==> src/hw/rtl/sha512_pkg.sv <==
// Package for the SHA-512 stream hasher: payload types, controller states,
// command/status structs, initial hash and round constants. No dependencies.
`default_nettype none
package sha512_pkg;

  typedef struct packed {
    logic [63:0] message_word;
    logic [3:0]  valid_bytes;
    logic        end_of_message;
  } in_beat_t;

  typedef struct packed {
    logic [63:0] digest_word;
    logic [2:0]  digest_index;
    logic        digest_last;
  } out_beat_t;

  typedef enum logic [2:0] {
    ST_IDLE,
    ST_PAD,
    ST_LEN_HI,
    ST_LEN_LO,
    ST_COMP,
    ST_FOLD,
    ST_EMIT
  } ctl_state_t;

  // word source codes for the block buffer write
  typedef enum logic [1:0] {
    SRC_INPUT,
    SRC_ZERO,
    SRC_LEN
  } word_src_t;

  typedef struct packed {
    logic      push;       // write one word into the block buffer
    word_src_t src;
    logic      count_in;   // add input bytes to the byte total
    logic      start;      // load working vars from chain value
    logic      round;      // run one round
    logic      fold;       // add working vars into chain value
    logic      reinit;     // restore initial hash, clear counters
  } dp_cmd_t;

  typedef struct packed {
    logic [3:0] word_fill;
    logic [6:0] round_index;
  } dp_stat_t;

  localparam int unsigned ROUNDS = 80;
  localparam logic [6:0] LAST_ROUND = 7'(ROUNDS - 1);
  localparam logic [3:0] LEN_SLOT = 4'd14;

  function automatic logic [63:0] init_hash(input logic [2:0] i);
    logic [63:0] v;
    unique case (i)
      3'd0: v = 64'h6a09e667f3bcc908;
      3'd1: v = 64'hbb67ae8584caa73b;
      3'd2: v = 64'h3c6ef372fe94f82b;
      3'd3: v = 64'ha54ff53a5f1d36f1;
      3'd4: v = 64'h510e527fade682d1;
      3'd5: v = 64'h9b05688c2b3e6c1f;
      3'd6: v = 64'h1f83d9abfb41bd6b;
      3'd7: v = 64'h5be0cd19137e2179;
      default: v = '0;
    endcase
    return v;
  endfunction

  localparam logic [63:0] K [ROUNDS] = '{
    64'h428a2f98d728ae22, 64'h7137449123ef65cd, 64'hb5c0fbcfec4d3b2f, 64'he9b5dba58189dbbc,
    64'h3956c25bf348b538, 64'h59f111f1b605d019, 64'h923f82a4af194f9b, 64'hab1c5ed5da6d8118,
    64'hd807aa98a3030242, 64'h12835b0145706fbe, 64'h243185be4ee4b28c, 64'h550c7dc3d5ffb4e2,
    64'h72be5d74f27b896f, 64'h80deb1fe3b1696b1, 64'h9bdc06a725c71235, 64'hc19bf174cf692694,
    64'he49b69c19ef14ad2, 64'hefbe4786384f25e3, 64'h0fc19dc68b8cd5b5, 64'h240ca1cc77ac9c65,
    64'h2de92c6f592b0275, 64'h4a7484aa6ea6e483, 64'h5cb0a9dcbd41fbd4, 64'h76f988da831153b5,
    64'h983e5152ee66dfab, 64'ha831c66d2db43210, 64'hb00327c898fb213f, 64'hbf597fc7beef0ee4,
    64'hc6e00bf33da88fc2, 64'hd5a79147930aa725, 64'h06ca6351e003826f, 64'h142929670a0e6e70,
    64'h27b70a8546d22ffc, 64'h2e1b21385c26c926, 64'h4d2c6dfc5ac42aed, 64'h53380d139d95b3df,
    64'h650a73548baf63de, 64'h766a0abb3c77b2a8, 64'h81c2c92e47edaee6, 64'h92722c851482353b,
    64'ha2bfe8a14cf10364, 64'ha81a664bbc423001, 64'hc24b8b70d0f89791, 64'hc76c51a30654be30,
    64'hd192e819d6ef5218, 64'hd69906245565a910, 64'hf40e35855771202a, 64'h106aa07032bbd1b8,
    64'h19a4c116b8d2d0c8, 64'h1e376c085141ab53, 64'h2748774cdf8eeb99, 64'h34b0bcb5e19b48a8,
    64'h391c0cb3c5c95a63, 64'h4ed8aa4ae3418acb, 64'h5b9cca4f7763e373, 64'h682e6ff3d6b2b8a3,
    64'h748f82ee5defb2fc, 64'h78a5636f43172f60, 64'h84c87814a1f0ab72, 64'h8cc702081a6439ec,
    64'h90befffa23631e28, 64'ha4506cebde82bde9, 64'hbef9a3f7b2c67915, 64'hc67178f2e372532b,
    64'hca273eceea26619c, 64'hd186b8c721c0c207, 64'heada7dd6cde0eb1e, 64'hf57d4f7fee6ed178,
    64'h06f067aa72176fba, 64'h0a637dc5a2c898a6, 64'h113f9804bef90dae, 64'h1b710b35131c471b,
    64'h28db77f523047d84, 64'h32caab7b40c72493, 64'h3c9ebe0a15c9bebc, 64'h431d67c49c100d4c,
    64'h4cc5d4becb3e42b6, 64'h597f299cfc657e2a, 64'h5fcb6fab3ad6faec, 64'h6c44198c4a475817
  };

endpackage
`default_nettype wire

==> src/hw/rtl/sha512_ctrl.sv <==
// Controller for the SHA-512 hasher: sequences word pushes, padding,
// compressions and digest output. Uses sha512_pkg; drives sha512_datapath.
`default_nettype none
module sha512_ctrl
  import sha512_pkg::*;
(
  input  wire logic     clk,
  input  wire logic     rst_n,
  input  wire logic     in_valid,
  input  wire logic     in_eom,
  input  wire logic [3:0] in_nbytes,
  output logic          in_ready,
  output logic          out_valid,
  input  wire logic     out_ready,
  output logic [2:0]    out_sel,
  input  wire dp_stat_t stat,
  output dp_cmd_t       cmd
);

  ctl_state_t st_r, st_nxt;
  logic       fin_r, fin_nxt;    // compression belongs to the final block
  logic       pad_r, pad_nxt;    // pad byte still owed (full final word)
  logic [2:0] sel_r, sel_nxt;
  logic       len_done_r;        // set once the length words went in for this message

  always_ff @(posedge clk) begin
    if (!rst_n) begin
      st_r  <= ST_IDLE;
      fin_r <= 1'b0;
      pad_r <= 1'b0;
      sel_r <= '0;
    end else begin
      st_r  <= st_nxt;
      fin_r <= fin_nxt;
      pad_r <= pad_nxt;
      sel_r <= sel_nxt;
    end
  end

  always_comb begin
    st_nxt   = st_r;
    fin_nxt  = fin_r;
    pad_nxt  = pad_r;
    sel_nxt  = sel_r;
    cmd      = '0;
    cmd.src  = SRC_INPUT;
    in_ready = 1'b0;
    out_valid = 1'b0;
    unique case (st_r)
      ST_IDLE: begin
        in_ready = 1'b1;
        if (in_valid) begin
          cmd.push = 1'b1;
          cmd.count_in = 1'b1;
          fin_nxt = in_eom;
          // counts above eight saturate, so they owe the pad byte too
          pad_nxt = in_eom && (in_nbytes >= 4'd8);
          if (stat.word_fill == 4'd15) st_nxt = ST_COMP;
          else if (in_eom) st_nxt = ST_PAD;
          cmd.start = (stat.word_fill == 4'd15);
        end
      end
      ST_PAD: begin
        // fill with zeros (pad byte first if owed) up to the length slot, or to block end and compress if past it
        cmd.push = 1'b1;
        cmd.src = SRC_ZERO;
        cmd.count_in = pad_r;
        pad_nxt = 1'b0;
        if (stat.word_fill == LEN_SLOT && !pad_r) begin
          cmd.push = 1'b0;
          st_nxt = ST_LEN_HI;
        end else if (stat.word_fill == 4'd15) begin
          cmd.start = 1'b1;
          st_nxt = ST_COMP;
        end
      end
      ST_LEN_HI: begin
        cmd.push = 1'b1;
        cmd.src = SRC_ZERO;
        st_nxt = ST_LEN_LO;
      end
      ST_LEN_LO: begin
        cmd.push = 1'b1;
        cmd.src = SRC_LEN;
        cmd.start = 1'b1;
        fin_nxt = 1'b1;
        st_nxt = ST_COMP;
      end
      ST_COMP: begin
        cmd.round = 1'b1;
        if (stat.round_index == LAST_ROUND) st_nxt = ST_FOLD;
      end
      ST_FOLD: begin
        cmd.fold = 1'b1;
        sel_nxt = '0;
        // a final block that lacked room for the length goes back to padding
        if (!fin_r) st_nxt = ST_IDLE;
        else if (stat.word_fill == 4'd0 && pad_r == 1'b0 && st_r == ST_FOLD && len_done_r)
          st_nxt = ST_EMIT;
        else st_nxt = ST_PAD;
      end
      ST_EMIT: begin
        out_valid = 1'b1;
        if (out_ready) begin
          sel_nxt = sel_r + 3'd1;
          if (sel_r == 3'd7) begin
            cmd.reinit = 1'b1;
            st_nxt = ST_IDLE;
          end
        end
      end
      default: st_nxt = ST_IDLE;
    endcase
  end

  always_ff @(posedge clk) begin
    if (!rst_n || cmd.reinit) len_done_r <= 1'b0;
    else if (st_r == ST_LEN_LO) len_done_r <= 1'b1;
  end

  assign out_sel = sel_r;

`ifndef SYNTHESIS
  a_emit_noin: assert property (@(posedge clk) disable iff (!rst_n)
    out_valid |-> !in_ready) else $error("input taken during digest output");
  a_len_fin: assert property (@(posedge clk) disable iff (!rst_n)
    st_r == ST_LEN_LO |=> fin_r) else $error("length block not final");
  a_emit_start: assert property (@(posedge clk) disable iff (!rst_n)
    $rose(out_valid) |-> sel_r == 3'd0) else $error("digest not from word 0");
`endif

endmodule
`default_nettype wire

==> config.mk <==
export PLATFORM = sky130hd
export DESIGN_NAME = sha512_ctrl
export DESIGN_NICKNAME = d
export VERILOG_FILES = /design/src/hw/rtl/sha512_pkg.sv /design/src/hw/rtl/sha512_ctrl.sv
export SDC_FILE = /design/constraint.sdc
export NUM_CORES = 1
export LEC_CHECK = 0
export BUFFER_PORTS_ARGS = -buffer_cell sky130_fd_sc_hd__buf_4
export CORE_MARGIN = 2
export CORE_UTILIZATION = 43
export DETAILED_ROUTE_END_ITERATION = 10
export PLACE_DENSITY = 0.77
export SYNTH_ARGS = -nofsm -noshare
export SYNTH_HDL_FRONTEND = slang
export SYNTH_SLANG_ARGS = --single-unit
export TNS_END_PERCENT = 50
==> constraint.sdc <==
create_clock -name clk -period 2.02 [get_ports clk]
set_input_delay 0.404 -clock clk [delete_from_list [all_inputs] [get_ports clk]]
set_output_delay 0.404 -clock clk [all_outputs]
set_load 0.1 [all_outputs]
* Word level (Yosys, flattened, before mapping)
Index checks and enable logic that the tools add are counted.
Word-level totals: register bits after elaboration 9, bits in latches 0, memory bits (writable) 0, bits in read-only memories 0, input port bits 20, output and inout bits 13, logic and storage cells 76, memories 0
Cells by class: add/subtract/negate cells 1, multiply operators 0, divide/modulo/power cells 0, order comparisons 1, equal/unequal tests 16, shifts and indexed selects 0, mux-type cells 33, bitwise operators 1, reduce and logical (&&, ||, !) cells 19
Operators with widths (number):
- two-way mux 3 bit | 11
- one-hot mux 3 bit (7 select lines) | 1
- two-way mux 1 bit | 13
- == test 3 bit (second input constant) | 4
- == test 4 bit (second input constant) | 2
- inequality test 2 bit (second input constant) | 4
- == test 7 bit (second input constant) | 1
- == test 3 x 2 -> 1 bit (second input constant) | 2
- inequality test 3 bit (second input constant) | 2
- one-hot mux 1 bit (2 select lines) | 3
- one-hot mux 1 bit (3 select lines) | 2
- one-hot mux 3 bit (2 select lines) | 1
- AND reduction 2 bit | 3
- AND reduction 6 bit | 1
- nonzero test 2 bit | 3
- logical AND 1 bit | 5
- >= comparator 4 bit (second input constant) | 1
- logical NOT 4 bit | 1
- one-hot mux 2 bit (2 select lines) | 1
- OR reduction 2 bit | 2
- adder 3 x 1 -> 3 bit (second input constant) | 1
- == test 3 x 1 -> 1 bit (second input constant) | 1
- logical NOT 3 bit | 1
- logical NOT 1 bit | 2
- 3 further kinds | 3

* Longest topological paths before layout
word-level depth 7, depth in mapped cells 7, gate-level depth less buffers 7

* Worst setup path before layout
Ideal clock, no wire load.
path kind flip-flop to output port, start register st_r[1], end output cmd[4] in the netlist's numbering, arrival 3870 ps, data required time 1616 ps, slack -2254 ps, stages on the path, launching flop included 6, path buffers 2, path through dfxtp_1 > buf_6 > clkbuf_1 > nor3_1 > nand2_1 > nand2_1
RTL lines:
- start: declaration | RTL line sha512_ctrl.sv:20 | ctl_state_t st_r, st_nxt;
- start signal: assignment | RTL line sha512_ctrl.sv:33 | st_r <= st_nxt;
- end: declaration | RTL line sha512_ctrl.sv:17 | output dp_cmd_t cmd

==> qor.yml <==
finalHoldViolCount: 0
criticalPathCategory: "flop to output pin"
clk-insertion-delay-late_ps: 270
power_frac_comb_pct: 67.4
finish.instance_area_um2: 1040
leakage_nw: 0.452
power_switching_w: 0.000682
yosysUniqueCellTypes: 32
grt_use_total_pct: 24.5
p_per_area_nw_per_um2: 1150
layout_commonest_cell: "buf_4"
p_seq_share_pct: 19.9
dieArea_um2: 1810
status: "finished, final reports clean"
yosysWarnings: 0
max_freq_mhz: 521
ys_seq_area_share_pct: 28.2
finalSetupViolations: 0
ys_seq_elements: 9
syn_nets: 109
wl_per_cell_um: 14.5
dpl.hpwl_mm: 1.48
grt_setup_unrepaired: "false"
num_rows: 13
syn_to_final_growth_pct: 63.2
final_cell_mix: "36 x buf_4, 9 x a21oi_1, 8 x nor2_1"
clock_skew_ps: 1.75
netlist_instances: 87
io_pins: 33
wirelength_mm: 1.99
core_um2: 1350
drive_gt1_share_pct: 46.7
gp_congestion: 0.834
cts_inserted_buffers: 3
overflow: 0
ant_nets: 0
grt_pass1_vias: 761
worst_pin_slew_ps: 352
io_buffers: 29
maxCapViolCount: 0
cp-start-kind: "flop"
drt-vias-per-instance: 5.81
power.share.clock_pct: 12.8
relSlewSlack_pct: 76.2
min_period_over_period_pct: 95.0
drt_pass1_iterations: 4
synth_area_um2: 639
worstPathArrival_ps: 1520
die_x_um: 42.6
antennaDiodeCount: 0
grt_pass1_wl_mm: 3.39
place_area_um2: 1010
power.share.switching_pct: 56.8
initial_core_util_pct: 47.4
final_nets: 145
end_kind: "output pin"
cts_sinks: 9
clockRootBuffer: "clkbuf_4"
drv_slew: 0
drtIter0Drc: 22
min-delay-path-class: "input port to flop"
max-vdd-ir-drop_v: 0.000713
die_h_um: 42.6
via_count: 796
synth_area_per_cell_um2: 7.35
cts_tree: "yes"
antenna_found_initial: 0
clk_pin_slew_ps: 70
fin_setup_tns_ps: 0
grt_max_degree: 17
crit_required_ps: 1620
drc: 0
p_int_w: 0.000518
period_minus_slack_ps: 1920
worstPathMaxFanout: 16
htreeDepth: 1
ctsLongestPathBuffers: 2
state kept, by name (all words and copies together) (netlist names):
name,count
out_sel,3
st_r,3
fin_r,1
len_done_r,1
pad_r,1
power by group through the flow:
stage | clock network [W] | registers [W] | logic (W)
after global placement | 0 | 0.000238 | 0.000792
after floorplan | 0 | 0.000226 | 0.000639
after detailed placement | 0 | 0.000239 | 0.000797
after CTS | 0.000153 | 0.000236 | 0.000807
final | 0.000154 | 0.000238 | 0.000808
after global routing | 0.000165 | 0.000242 | 0.000846
worst max-delay path, stage by stage, from the launching register on:
cell and delay, ps:
dfxtp_2 410, nor3_1 280, nand2_1 180, nand2_8 80, buf_4 280
per-layer routing:
layer	share of wire, %	GRT usage [%]
met4	2.2	7.50
met2	48	40.9
met3	7.7	5.60
met1	42	31.1
met5	0	0
final timing paths:
| path | startpoint | to | slack, ps | depth (start not counted) |
|---|---|---|---|---|
| worst max-delay path | st_r[2] | cmd[4] | 100 | 4 |
| worst min register to register | out_sel[1] | out_sel[1] | 510 | 2 |
| worst max register to register | st_r[1] | st_r[2] | 270 | 5 |
| worst min-delay path | rst_n | st_r[2] | 380 | 2 |
kinds of logic after synthesis:
kind of cell	count (synthesis)	synth area share, %
and+or+nand+nor	40	33.1
AOI/OAI and AO/OA	26	26.8
buffers and inverters	9	6.46
DFF	9	28.2
adders and majority gates	2	3.91
muxes	1	1.57
metrics by stage:
| stage | power (W) | hold WS [ps] | setup WS, ps | utilization [%] | cells |
|---|---|---|---|---|---|
| 6_report | 0.00120 | 384 | 101 | 77.3 | 137 |
| 5_1_grt | 0.00125 | 383 | 7.08 | 77.3 | 137 |
| 4_1_cts | 0.00120 | 383 | 42.5 | 77.2 | 137 |
| 3_5_place_dp | 0.00104 | 495 | 220 | 75.1 | 133 |
| 3_3_place_gp | 0.00103 | 481 | 236 | 75.1 | 133 |
| 2_1_floorplan | 0.000865 | 470 | -286 | - | 87 |
cell type report:
type / instances / area [um^2]
multi-input combinational: 69 / 518
fill: 104 / 307
timing repair buffer: 36 / 270
sequential: 9 / 194
clock buffer: 3 / 22.5
tap: 15 / 18.8
inverter: 4 / 15.0
clock inverter: 1 / 5.00
cells in the mapped netlist:
library cell,n,area [um^2]
a211oi_1,1,7.51
and3_1,1,6.26
nand4bb_1,1,11.3
nor2_1,8,30.0
and3b_1,2,17.5
mux2i_1,1,10.0
nand3_1,2,10.0
nor4_1,1,6.26
o221ai_2,1,15.0
nand3b_1,1,7.51
nand2_1,10,37.5
o21ai_0,5,25.0
ha_1,2,25.0
nor2b_1,3,18.8
a21oi_1,10,50.1
nand4_1,1,6.26
nor3b_1,1,7.51
and2_1,1,6.26
dfxtp_1,9,180
o211ai_1,2,15.0
a31oi_1,2,12.5
o21ba_2,1,10.0
nor3_1,6,30.0
nor4b_1,1,8.76
o221a_1,1,11.3
clkbuf_1,4,15.0
a21boi_0,1,7.51
o221ai_1,1,8.76
or4_1,1,7.51
buf_6,1,11.3
inv_1,4,15.0
o311ai_0,1,8.76
what timing repair did:
| action | CTS | global route |
|---|---|---|
| setup buffers | 0 | 0 |
| hold buffers | 0 | 0 |
| resized for setup | 1 | 1 |
| endpoints found under the setup margin | 2 | 3 |
(Power assumes the default switching activity.)
